--- src/design/lrb_pkg.sv ---
// shared types and constants for the line-delimited receive ring buffer
`default_nettype none

package lrb_pkg;

    localparam int DEPTH_DEFAULT = 64;
    localparam int CHAR_W        = 8;
    localparam int COUNT_W       = 6;
    localparam int FUNC_W        = 3;
    localparam logic [COUNT_W-1:0] COUNT_MAX = 6'd63;
    localparam logic [COUNT_W-1:0] EMIT_MAX  = 6'd62;
    localparam logic [CHAR_W-1:0]  DELIM_RESET = 8'h0a;

    typedef enum logic [FUNC_W-1:0] {
        FUNC_RECV    = 3'd0,
        FUNC_READ    = 3'd1,
        FUNC_DISCARD = 3'd2,
        FUNC_LEN     = 3'd3,
        FUNC_CLEAR   = 3'd4
    } func_t;

    typedef enum logic [2:0] {
        ST_IDLE,
        ST_DISPATCH,
        ST_WALK_RD,
        ST_WALK_CHK,
        ST_EMIT_RD,
        ST_EMIT_CHK,
        ST_FINAL
    } state_t;

    typedef struct packed {
        logic load;
        logic write_byte;
        logic clear_wr;
        logic cnt_inc;
        logic cnt_clr;
        logic take_string;
        logic skip_zero;
        logic set_comp;
        logic ptr_adv;
        logic emit_inc;
        logic push;
        logic push_char;
        logic push_last;
    } lrb_cmd_t;

    typedef struct packed {
        logic [FUNC_W-1:0] func;
        logic              ptr_at_wr;
        logic              ptr_at_term;
        logic              data_zero;
        logic              cnt_zero;
        logic              emit_done;
        logic              slot_free;
    } lrb_status_t;

endpackage

`default_nettype wire

--- src/design/lrb_ctrl.sv ---
// controller state machine sequencing receive, read, discard, length and clear
`default_nettype none

module lrb_ctrl (
    input  wire                       clk,
    input  wire                       rst_n,
    input  wire                       in_accept,
    input  wire lrb_pkg::lrb_status_t status,
    output lrb_pkg::lrb_cmd_t         cmd,
    output logic                      idle
);
    import lrb_pkg::*;

    state_t state_reg;
    state_t state_next;

    always_ff @(posedge clk or negedge rst_n)
    begin
        if (!rst_n)
        begin
            state_reg <= ST_IDLE;
        end
        else
        begin
            state_reg <= state_next;
        end
    end

    always_comb
    begin
        state_next = state_reg;
        cmd        = '0;
        idle       = 1'b0;
        case (state_reg)
            ST_IDLE:
            begin
                idle = 1'b1;
                if (in_accept)
                begin
                    cmd.load   = 1'b1;
                    state_next = ST_DISPATCH;
                end
            end
            ST_DISPATCH:
            begin
                case (status.func)
                    FUNC_RECV:
                    begin
                        cmd.write_byte = 1'b1;
                        state_next     = ST_FINAL;
                    end
                    FUNC_READ, FUNC_DISCARD, FUNC_LEN:
                    begin
                        state_next = ST_WALK_RD;
                    end
                    FUNC_CLEAR:
                    begin
                        cmd.clear_wr = 1'b1;
                        state_next   = ST_FINAL;
                    end
                    default:
                    begin
                        state_next = ST_FINAL;
                    end
                endcase
            end
            ST_WALK_RD:
            begin
                if (status.ptr_at_wr)
                begin
                    // no terminator: read and discard report a zero count
                    if (status.func != FUNC_LEN)
                    begin
                        cmd.cnt_clr = 1'b1;
                    end
                    state_next = ST_FINAL;
                end
                else
                begin
                    state_next = ST_WALK_CHK;
                end
            end
            ST_WALK_CHK:
            begin
                if (status.func == FUNC_LEN)
                begin
                    if (status.data_zero && status.cnt_zero)
                    begin
                        cmd.skip_zero = 1'b1;
                        state_next    = ST_WALK_RD;
                    end
                    else if (status.data_zero)
                    begin
                        cmd.set_comp = 1'b1;
                        state_next   = ST_FINAL;
                    end
                    else
                    begin
                        cmd.cnt_inc = 1'b1;
                        cmd.ptr_adv = 1'b1;
                        state_next  = ST_WALK_RD;
                    end
                end
                else if (status.data_zero)
                begin
                    cmd.take_string = 1'b1;
                    state_next = (status.func == FUNC_READ) ? ST_EMIT_RD : ST_FINAL;
                end
                else
                begin
                    cmd.cnt_inc = 1'b1;
                    cmd.ptr_adv = 1'b1;
                    state_next  = ST_WALK_RD;
                end
            end
            ST_EMIT_RD:
            begin
                if (status.ptr_at_term || status.emit_done)
                begin
                    state_next = ST_FINAL;
                end
                else
                begin
                    state_next = ST_EMIT_CHK;
                end
            end
            ST_EMIT_CHK:
            begin
                if (status.slot_free)
                begin
                    cmd.push      = 1'b1;
                    cmd.push_char = 1'b1;
                    cmd.ptr_adv   = 1'b1;
                    cmd.emit_inc  = 1'b1;
                    state_next    = ST_EMIT_RD;
                end
            end
            ST_FINAL:
            begin
                if (status.slot_free)
                begin
                    cmd.push      = 1'b1;
                    cmd.push_last = 1'b1;
                    state_next    = ST_IDLE;
                end
            end
            default:
            begin
                state_next = ST_IDLE;
            end
        endcase
    end

endmodule

`default_nettype wire

--- src/design/lrb_dp.sv ---
// datapath: byte store, indices, walk pointer, counters and output register
`default_nettype none

module lrb_dp #(
    parameter int DEPTH = lrb_pkg::DEPTH_DEFAULT
) (
    input  wire                          clk,
    input  wire                          rst_n,
    input  wire lrb_pkg::lrb_cmd_t       cmd,
    output lrb_pkg::lrb_status_t         status,
    input  wire  [lrb_pkg::FUNC_W-1:0]   in_func,
    input  wire  [lrb_pkg::CHAR_W-1:0]   in_byte,
    input  wire                          cfg_we,
    input  wire  [lrb_pkg::CHAR_W-1:0]   cfg_wdata,
    output logic                         out_valid,
    input  wire                          out_ready,
    output logic [lrb_pkg::CHAR_W-1:0]   out_char,
    output logic [lrb_pkg::COUNT_W-1:0]  out_count,
    output logic                         out_complete,
    output logic                         out_last,
    output logic                         out_full
);
    import lrb_pkg::*;

    localparam int AW = $clog2(DEPTH);
    localparam logic [AW-1:0] IDX_LAST = AW'(DEPTH - 1);

    logic [CHAR_W-1:0]  mem [DEPTH];
    logic [CHAR_W-1:0]  rdata_reg;
    logic [AW-1:0]      wr_idx_reg;
    logic [AW-1:0]      rd_idx_reg;
    logic [AW-1:0]      ptr_reg;
    logic [AW-1:0]      term_reg;
    logic [COUNT_W-1:0] cnt_reg;
    logic [COUNT_W-1:0] emit_reg;
    logic               comp_reg;
    logic [FUNC_W-1:0]  func_reg;
    logic [CHAR_W-1:0]  byte_reg;
    logic [CHAR_W-1:0]  delim_reg;
    logic               out_valid_reg;
    logic [CHAR_W-1:0]  out_char_reg;
    logic [COUNT_W-1:0] out_count_reg;
    logic               out_complete_reg;
    logic               out_last_reg;
    logic               out_full_reg;

    logic [AW-1:0]      rd_before;
    logic               full;
    logic [AW-1:0]      wr_nxt;
    logic [AW-1:0]      ptr_nxt;
    logic               slot_free;

    assign rd_before = (rd_idx_reg == '0) ? IDX_LAST : rd_idx_reg - AW'(1);
    assign full      = (wr_idx_reg == rd_before);
    assign wr_nxt    = (wr_idx_reg == IDX_LAST) ? '0 : wr_idx_reg + AW'(1);
    assign ptr_nxt   = (ptr_reg == IDX_LAST) ? '0 : ptr_reg + AW'(1);
    assign slot_free = !out_valid_reg || out_ready;

    assign status.func        = func_reg;
    assign status.ptr_at_wr   = (ptr_reg == wr_idx_reg);
    assign status.ptr_at_term = (ptr_reg == term_reg);
    assign status.data_zero   = (rdata_reg == '0);
    assign status.cnt_zero    = (cnt_reg == '0);
    assign status.emit_done   = (emit_reg == EMIT_MAX);
    assign status.slot_free   = slot_free;

    // byte store, read data registered
    always_ff @(posedge clk)
    begin
        if (cmd.write_byte && !full)
        begin
            mem[wr_idx_reg] <= (byte_reg == delim_reg) ? '0 : byte_reg;
        end
        rdata_reg <= mem[ptr_reg];
    end

    always_ff @(posedge clk or negedge rst_n)
    begin
        if (!rst_n)
        begin
            wr_idx_reg <= '0;
            rd_idx_reg <= '0;
            delim_reg  <= DELIM_RESET;
        end
        else
        begin
            if (cfg_we)
            begin
                delim_reg <= cfg_wdata;
            end
            if (cmd.write_byte && !full)
            begin
                wr_idx_reg <= wr_nxt;
            end
            if (cmd.clear_wr)
            begin
                wr_idx_reg <= rd_idx_reg;
            end
            if (cmd.take_string || cmd.skip_zero)
            begin
                rd_idx_reg <= ptr_nxt;
            end
        end
    end

    // walk state
    always_ff @(posedge clk)
    begin
        if (cmd.load)
        begin
            func_reg <= in_func;
            byte_reg <= in_byte;
            ptr_reg  <= rd_idx_reg;
            cnt_reg  <= '0;
            emit_reg <= '0;
            comp_reg <= 1'b0;
        end
        else
        begin
            if (cmd.cnt_clr)
            begin
                cnt_reg <= '0;
            end
            if (cmd.cnt_inc && cnt_reg != COUNT_MAX)
            begin
                cnt_reg <= cnt_reg + COUNT_W'(1);
            end
            if (cmd.take_string)
            begin
                term_reg <= ptr_reg;
                ptr_reg  <= rd_idx_reg;
                comp_reg <= 1'b1;
            end
            if (cmd.set_comp)
            begin
                comp_reg <= 1'b1;
            end
            if (cmd.ptr_adv || cmd.skip_zero)
            begin
                ptr_reg <= ptr_nxt;
            end
            if (cmd.emit_inc)
            begin
                emit_reg <= emit_reg + COUNT_W'(1);
            end
        end
    end

    // output register
    always_ff @(posedge clk or negedge rst_n)
    begin
        if (!rst_n)
        begin
            out_valid_reg <= 1'b0;
        end
        else if (cmd.push)
        begin
            out_valid_reg <= 1'b1;
        end
        else if (out_ready)
        begin
            out_valid_reg <= 1'b0;
        end
    end

    always_ff @(posedge clk)
    begin
        if (cmd.push)
        begin
            out_char_reg     <= cmd.push_char ? rdata_reg : '0;
            out_count_reg    <= cnt_reg;
            out_complete_reg <= comp_reg;
            out_last_reg     <= cmd.push_last;
            out_full_reg     <= full;
        end
    end

    assign out_valid    = out_valid_reg;
    assign out_char     = out_char_reg;
    assign out_count    = out_count_reg;
    assign out_complete = out_complete_reg;
    assign out_last     = out_last_reg;
    assign out_full     = out_full_reg;

    a_push_slot: assert property (@(posedge clk) disable iff (!rst_n)
        cmd.push |-> slot_free)
        else $error("word pushed over an untaken result");

    a_no_overrun: assert property (@(posedge clk) disable iff (!rst_n)
        (cmd.write_byte && !full) |=> (wr_idx_reg != rd_idx_reg))
        else $error("write index ran onto read index");

    a_emit_limit: assert property (@(posedge clk) disable iff (!rst_n)
        cmd.emit_inc |-> (emit_reg < EMIT_MAX))
        else $error("too many characters emitted");

    a_idx_range: assert property (@(posedge clk) disable iff (!rst_n)
        (wr_idx_reg <= IDX_LAST) && (rd_idx_reg <= IDX_LAST))
        else $error("index beyond store depth");

endmodule

`default_nettype wire

--- src/design/line_delimited_rx_ring_buffer.sv ---
// top level of the line-delimited receive ring buffer
//
// channel   dir  tdata                         tuser                 tlast
// s_axis    in   [7:0] rx_byte                 [2:0] func            -
// m_axis    out  [7:0] char_out, [13:8] count  [0] complete, [1] full last
// cfg       in   cfg_wdata = delimiter, written when cfg_we is high
//
// receive, clear, spare codes: dispatch, then the final state pushes the result word
// read, discard, length: each stored byte walked takes a read state and a check state
//   (store read is registered); read then emits each character through a read state and
//   a check state, and the final state pushes the closing word
// one word in flight at a time; a stalled output holds the walk in place
// reset clears indices and control; the byte store needs no clearing
`default_nettype none

module line_delimited_rx_ring_buffer #(
    parameter int DEPTH = lrb_pkg::DEPTH_DEFAULT
) (
    input  wire         clk,
    input  wire         rst_n,
    input  wire         s_axis_tvalid,
    output logic        s_axis_tready,
    input  wire  [7:0]  s_axis_tdata,   // [7:0] rx_byte
    input  wire  [2:0]  s_axis_tuser,   // [2:0] func
    output logic        m_axis_tvalid,
    input  wire         m_axis_tready,
    output logic [15:0] m_axis_tdata,   // [7:0] char_out, [13:8] count, [15:14] zero
    output logic [1:0]  m_axis_tuser,   // [0] complete, [1] full_res
    output logic        m_axis_tlast,
    input  wire         cfg_we,
    input  wire  [7:0]  cfg_wdata
);
    import lrb_pkg::*;

    lrb_cmd_t           cmd;
    lrb_status_t        status;
    logic               idle;
    logic               in_accept;
    logic [CHAR_W-1:0]  out_char;
    logic [COUNT_W-1:0] out_count;
    logic               out_complete;
    logic               out_full;

    assign s_axis_tready = idle;
    assign in_accept     = s_axis_tvalid && idle;

    lrb_ctrl u_ctrl (
        .clk       (clk),
        .rst_n     (rst_n),
        .in_accept (in_accept),
        .status    (status),
        .cmd       (cmd),
        .idle      (idle)
    );

    lrb_dp #(
        .DEPTH (DEPTH)
    ) u_dp (
        .clk          (clk),
        .rst_n        (rst_n),
        .cmd          (cmd),
        .status       (status),
        .in_func      (s_axis_tuser),
        .in_byte      (s_axis_tdata),
        .cfg_we       (cfg_we),
        .cfg_wdata    (cfg_wdata),
        .out_valid    (m_axis_tvalid),
        .out_ready    (m_axis_tready),
        .out_char     (out_char),
        .out_count    (out_count),
        .out_complete (out_complete),
        .out_last     (m_axis_tlast),
        .out_full     (out_full)
    );

    assign m_axis_tdata = {2'b00, out_count, out_char};
    assign m_axis_tuser = {out_full, out_complete};

endmodule

`default_nettype wire
--- config.mk ---
export PLATFORM = sky130hd
export DESIGN_NAME = line_delimited_rx_ring_buffer
export DESIGN_NICKNAME = d
export VERILOG_FILES = /design/src/design/lrb_pkg.sv /design/src/design/lrb_ctrl.sv /design/src/design/lrb_dp.sv /design/src/design/line_delimited_rx_ring_buffer.sv
export SDC_FILE = /design/constraint.sdc
export NUM_CORES = 1
export LEC_CHECK = 0
export BUFFER_PORTS_ARGS = -buffer_cell sky130_fd_sc_hd__buf_2
export CAP_MARGIN = 10
export CORE_AREA = 2 2 265 371
export CTS_CLUSTER_SIZE = 8
export DETAILED_ROUTE_END_ITERATION = 12
export DIE_AREA = 0 0 267 373
export GPL_ROUTABILITY_DRIVEN = 1
export HOLD_SLACK_MARGIN = 0.08
export SYNTH_ARGS = -nofsm -noshare
export SYNTH_HDL_FRONTEND = slang
export SYNTH_SLANG_ARGS = --single-unit
--- constraint.sdc ---
create_clock -name clk -period 4.2 [get_ports clk]
set_input_delay 0.42 -clock clk [delete_from_list [all_inputs] [get_ports clk]]
set_output_delay 0.42 -clock clk [all_outputs]
set_load 0.01 [all_outputs]
* Word-level counts from Yosys, hierarchy flattened *
Memory sizes are Yosys's and may differ from the RTL's. A register that Yosys moved wholly into a read port is not among the register bits.
Index checks and enable logic that the tools add are counted.

storage, ports and cells
  register bits = 77
  bits in writable memories = 512
  output and inout bits = 21
  logic and storage cells = 124
  memories = 1

cells by class
  add/sub/neg operators = 5
  equal/unequal tests = 22
  muxes and demuxes = 55
  bitwise operators = 1
  reduce and logical (&&, ||, !) cells = 23

memories
  memory    words  width  read ports  clocked after Yosys merged registers in  write ports  RTL line      RTL
  u_dp.mem  64     8      1           1                                        1            lrb_dp.sv:28  logic [CHAR_W-1:0] mem [DEPTH];

operators by type and width
  cell                                                                     count
  6-bit two-way mux                                                        10
  3-bit two-way mux                                                        10
  1-bit two-way mux                                                        25
  6-bit by 1-bit adder with 6-bit output, second input constant            4
  3-bit case mux with 7 select lines                                       1
  6-bit == test                                                            3
  6-bit == test, second input constant                                     3
  3-bit by 2-bit == test with 1-bit output, second input constant          4
  3-bit == test, second input constant                                     4
  6-bit logical NOT                                                        2
  2-bit two-way mux                                                        5
  8-bit == test                                                            1
  8-bit logical NOT                                                        1
  8-bit two-way mux                                                        1
  2-bit nonzero test                                                       4
  3-bit by 1-bit == test with 1-bit output, second input constant          2
  3-bit logical NOT                                                        2
  6-bit inequality test, second input constant                             1
  6-bit by 1-bit subtractor with 6-bit output, second input constant       1
  1-bit logical AND                                                        4
  1-bit logical OR                                                         4
  4-bit two-way mux                                                        1
  2-bit by 1-bit inequality test with 1-bit output, second input constant  2
  1-bit case mux with 2 select lines                                       2
  8 further kinds                                                          9

* Depth between registers and ports, before layout *
  depth after elaboration = 8
  depth in mapped cells = 11

* Hierarchy *
A second synthesis with hierarchy kept.

second synthesis, totals
  cell total of the unflattened synthesis = 1234
  area, all modules = 23927.9 um^2

by module, submodules not included
  module                         instances  cells an instance  area each (um^2)  seq. area each (um^2)
  lrb_dp                         1          1181               23506.3           17524.3
  lrb_ctrl                       1          47                 381.6             75.1
  line_delimited_rx_ring_buffer  1          6                  40.0              0.0

* Worst setup path before layout *
OpenSTA, ideal clock, no wires.

  path type = reg-to-reg
  start = register u_dp.rd_idx_reg[1]
  end = memory u_dp.mem[45][0], enable pin
  arrival = 2.672 ns
  data required time = 3.830 ns
  setup slack = 1.158 ns
  cell stages (with the launch flop) = 12
  buffers on the path = 3
  clock period less this slack = 3.042 ns
  path through = dfrtp_1 -> clkbuf_1 -> inv_1 -> ha_1 -> nor3b_2 -> a211oi_1 -> o2111ai_1 -> o31ai_2 -> buf_6 -> or3_1 -> buf_6 -> nor2_1

between the ends
  longest elaborated chain between the ends = 7
  elaborated cells on any way between the ends = 8
  classes of those cells = add/sub: 1; eq/ne: 1; mux: 3; reduce/logical: 3

RTL lines
  item                                                                              RTL line       RTL
  start, declared                                                                   lrb_dp.sv:31   logic [AW-1:0] rd_idx_reg;
  start signal, assigned                                                            lrb_dp.sv:101  rd_idx_reg <= ptr_nxt;
  6-bit by 1-bit subtractor with 6-bit output or 6-bit logical NOT (tied branches)  lrb_dp.sv:53   assign rd_before = (rd_idx_reg == '0) ? IDX_LAST : rd_idx_reg - AW'(1);
  6-bit two-way mux (*)                                                             lrb_dp.sv:53
  6-bit == test (*)                                                                 lrb_dp.sv:54   assign full = (wr_idx_reg == rd_before);
  1-bit logical NOT (*)                                                             lrb_dp.sv:70   if (cmd.write_byte && !full)
  1-bit logical AND (*)                                                             lrb_dp.sv:70
  1-bit two-way mux (*)                                                             lrb_dp.sv:70
  1-bit two-way mux (*)                                                             lrb_dp.sv:72   mem[wr_idx_reg] <= (byte_reg == delim_reg) ? '0 : byte_reg;
  end, declared                                                                     lrb_dp.sv:28

Every way passes the cells marked *; elsewhere a longest branch is shown, timed or not.

* Worst setup path after layout *
  start = register u_dp.rd_idx_reg[0]
  end = memory u_dp.mem[13][7], enable pin

Same word-level chain as after synthesis.

==> impl_metrics.csv <==
group,metric,value,unit
worst_setup_path,cp.arrival,4.07,ns
detailed_routing,drt_iter0_drc,1020,
die,row_count,135,
die,core,0.0964,mm²
layout,largest_register_ffs,512,
cts,cts.reportedPaths.clkPinSlew,0.05,ns
global_route,grt_max_degree,136,
synthesis,synth_top_family_by_area,"multiplexers",
synthesis,synthDistinctLibCells,67,
synthesis,synthAdderAreaFrac,0.366,%
worst_setup_path,startpoint_type,"flip-flop",
worst_setup_path,slowest_stage,"or4_1",
timing,max_freq,259,MHz
timing,finalWorstPathRequiredPeriod,3.86,ns
timing,hold_viol,0,
layout,nets,1375,
global_route,antenna_found_initial,0,
cts,cts_tree,"yes",
detailed_routing,vias_per_cell,4.49,
worst_setup_path,r2r_end,"u_dp.mem[13][7]",
timing,whs,0.194,ns
global_route,grt_util_all_layers,11.4,%
synthesis,yosys-top-cells-area,"edfxtp_1 (69%), mux4_2 (15%), dfrtp_1 (2.3%)",
cts,insertion_delay,0.61,ns
pwr,p_per_area,639,mW/mm²
job,cap_violations,0,
cts,clockRootBuffer,"clkbuf_16",
synthesis,netlist_instances,1215,
worst_setup_path,crit_end,"u_dp.mem[13][7]",
synthesis,synthTopCellsByCount,"edfxtp_1 (552), mux4_2 (160), nor2_1 (66)",
place,port_buffers,42,
layout,multi_input_area,0.00593,mm²
die,dieArea,0.0996,mm²
global_route,grt_pass1_vias,12780,
global_route,grt_pass1_wl,84400,µm
worst_setup_path,cp-end-kind,"flip-flop",
layout,layout.cells.non_filler,2678,
synthesis,synth_mux_area_share,15.9,%
detailed_routing,wl_per_cell,21.0,µm
cts,cts_setup_buffers,0,
hold_path,holdCritPathClass,"in2reg",
worst_setup_path,worstSetupPathType,"reg2reg",
cts,cts_buffers,84,
place,pre_cts_ws,0.405,ns
timing,worst_pin_slew,1.12,ns
pwr,vdd_drop_max,390,µV
pwr,p_leak,8.90,nW
timing,rsz0062_at_grt,"no",
synthesis,synth_most_common_cell,"edfxtp_1",
timing,worst_slack,0.342,ns
timing,final.setup.tns,0,ns
detailed_routing,num_vias,12027,
timing,final-setup-viol-count,0,
worst_setup_path,crit_chain,"inv_1 -> ha_1 -> nor3b_2 -> a211oi_1 -> o2111ai_1 -> o31ai_4 -> or4_1 -> nor2_1",
layout,syn2layout_area_growth,18.8,%
detailed_routing,drcViolationCount,0,
worst_setup_path,r2r_cells,8,
cts,clockBufferDepth,3,
synthesis,ys_ff_latch,597,
synthesis,syn_avg_cell_area,19.7,µm²
timing,max_slew_margin,25.4,%
synthesis,ys_async_sr_fraction,4.02,%
synthesis,synth_area,0.0239,mm²
layout,seq_area,0.0176,mm²
timing,fin_crit_sh,91.9,%
hold_path,hold_path_depth,3,
synthesis,synth_seq_area_share,73.6,%
worst_setup_path,r2r_setup_slack,0.34,ns
die,die_height,373,µm
layout,num-fill-cells,9296,
place,place_congestion,0.850,
pwr,p_total,0.0181,W
cts,cts_sinks,597,
synthesis,synthFlopType,"edfxtp_1",
worst_setup_path,reg2reg_from,"u_dp.rd_idx_reg[0]",
detailed_routing,first_pass_iters,5,
synthesis,yosys.area.top_type,"edfxtp_1",
place,dpl.hpwl,35900,µm
die,start_util,24.8,%
layout,top_register,"u_dp.mem",
worst_setup_path,crit_start,"u_dp.rd_idx_reg[0]",
detailed_routing,ant_nets,0,
timing,skew,0.0323,ns
synthesis,synth_edf_count,552,
cts,h-tree-depth,3,
place,dp_cells,2539,
synthesis,synth_top_area_share,69.3,%
synthesis,synthXorXnorAreaFrac,1.21,%
synthesis,synth-compound-area-share,2.65,%
detailed_routing,totalWireLength,56300,µm
synthesis,synthSimpleGateAreaFrac,4.53,%
die,die_width,267,µm
die,pin_count,45,
timing,maxSlewViolCount,0,
worst_setup_path,crit_required,4.41,ns
synthesis,yosysWarnings,0,
global_route,grt_overflow,0,
layout,drive_above_1_share,28.2,%
worst_setup_path,worst-path-max-fanout,8,
layout,diodes,0,
outcome,status,"completed",
worst_setup_path,cp_slowest_stage_delay,0.71,ns
==> final cells by class <==
class / instances / share of cell area [%]
multi-input combinational: 526 / 20.9
sequential: 597 / 62.0
clock inverter: 5 / 0.203
clock buffer: 114 / 7.95
inverter: 16 / 0.211
tap: 1301 / 5.73
timing repair buffer: 119 / 3.08
==> worst min path at each step <==
stage | end | startpoint | slack, ns
global placement | u_dp.out_complete | u_dp.comp_reg | 0.42
floorplan | u_ctrl.state_reg[0] | rst_n | 0.12
detailed placement | u_dp.out_complete | u_dp.comp_reg | 0.43
global route | u_dp.out_valid | m_axis_tready | 0.20
CTS | u_dp.out_valid | m_axis_tready | 0.15
finish | u_dp.out_valid | m_axis_tready | 0.19
==> through the flow <==
| step | util [%] | cell area, µm² |
|---|---|---|
| after floorplan | - | 23900 |
| after global placement | 26.8 | 25900 |
| after detailed placement | 26.8 | 25900 |
| after CTS | 29.5 | 28400 |
| after global routing | 29.5 | 28400 |
| final | 29.5 | 28400 |
==> power by group <==
| part | internal [W] | leakage, nW | total (W) | switching [W] |
|---|---|---|---|---|
| sequential | 0.00698 | 5.45 | 0.00732 | 0.000337 |
| combinational | 0.00208 | 2.34 | 0.00478 | 0.00270 |
| clock | 0.00369 | 1.12 | 0.00605 | 0.00236 |
==> per-layer routing <==
metal	track usage [%]	vias up	share of wire, %
met3	1.83	117	5.0
met5	0	-	0
met1	12.9	6286	37
met2	20.5	439	54
li1	-	5185	-
met4	5.66	0	4.2
==> cell usage in the layout, fill, tap and decap left out, types with 4 or more instances in the layout <==
cell           instances
edfxtp_1             552
mux4_2               160
clkbuf_16             86
nor2_1                65
buf_4                 54
buf_2                 42
nand2_1               37
nor3_1                37
clkbuf_1              28
dfrtp_1               22
dfxtp_1               21
dlygate4sd3_1         20
a22oi_1               19
xor2_1                17
o21ai_0               17
xnor2_1               16
mux2_2                16
inv_1                 15
nand3_1               13
and2_1                10
and2_2                 8
a21oi_1                8
ha_1                   7
or3_1                  6
nor4_1                 5
or4_1                  5
nand2b_1               5
o31ai_1                5
a31oi_1                5
nor2b_1                4
a211oi_1               4
o22ai_1                4
nand4_1                4
==> cells by family (layout without fill, tap and decap cells) <==
logic type / Yosys count / count (layout)
AOI/OAI and AO/OA: 89 / 89
buffers and inverters: 93 / 254
DFF: 597 / 597
adders and majority gates: 7 / 7
other: 1 / 2
xor gates and xnor gates: 33 / 33
and+or+nand+nor: 217 / 217
muxes: 178 / 178
==> repair_timing <==
action                                 4_1_cts  5_1_grt
endpoints found under the hold margin       41        0
setup endpoints to repair                    0        0
resized for setup                            0        0
hold buffers                                20        0
==> critical path, delay by kind of cell, from the launching register on <==
family	cells	cell delay, ns
AOI/OAI and AO/OA	3	0.80
adders and majority gates	1	0.25
buffers and inverters	1	0.19
DFF	1	0.44
and+or+nand+nor	3	1.76
(Power assumes the default switching activity.)
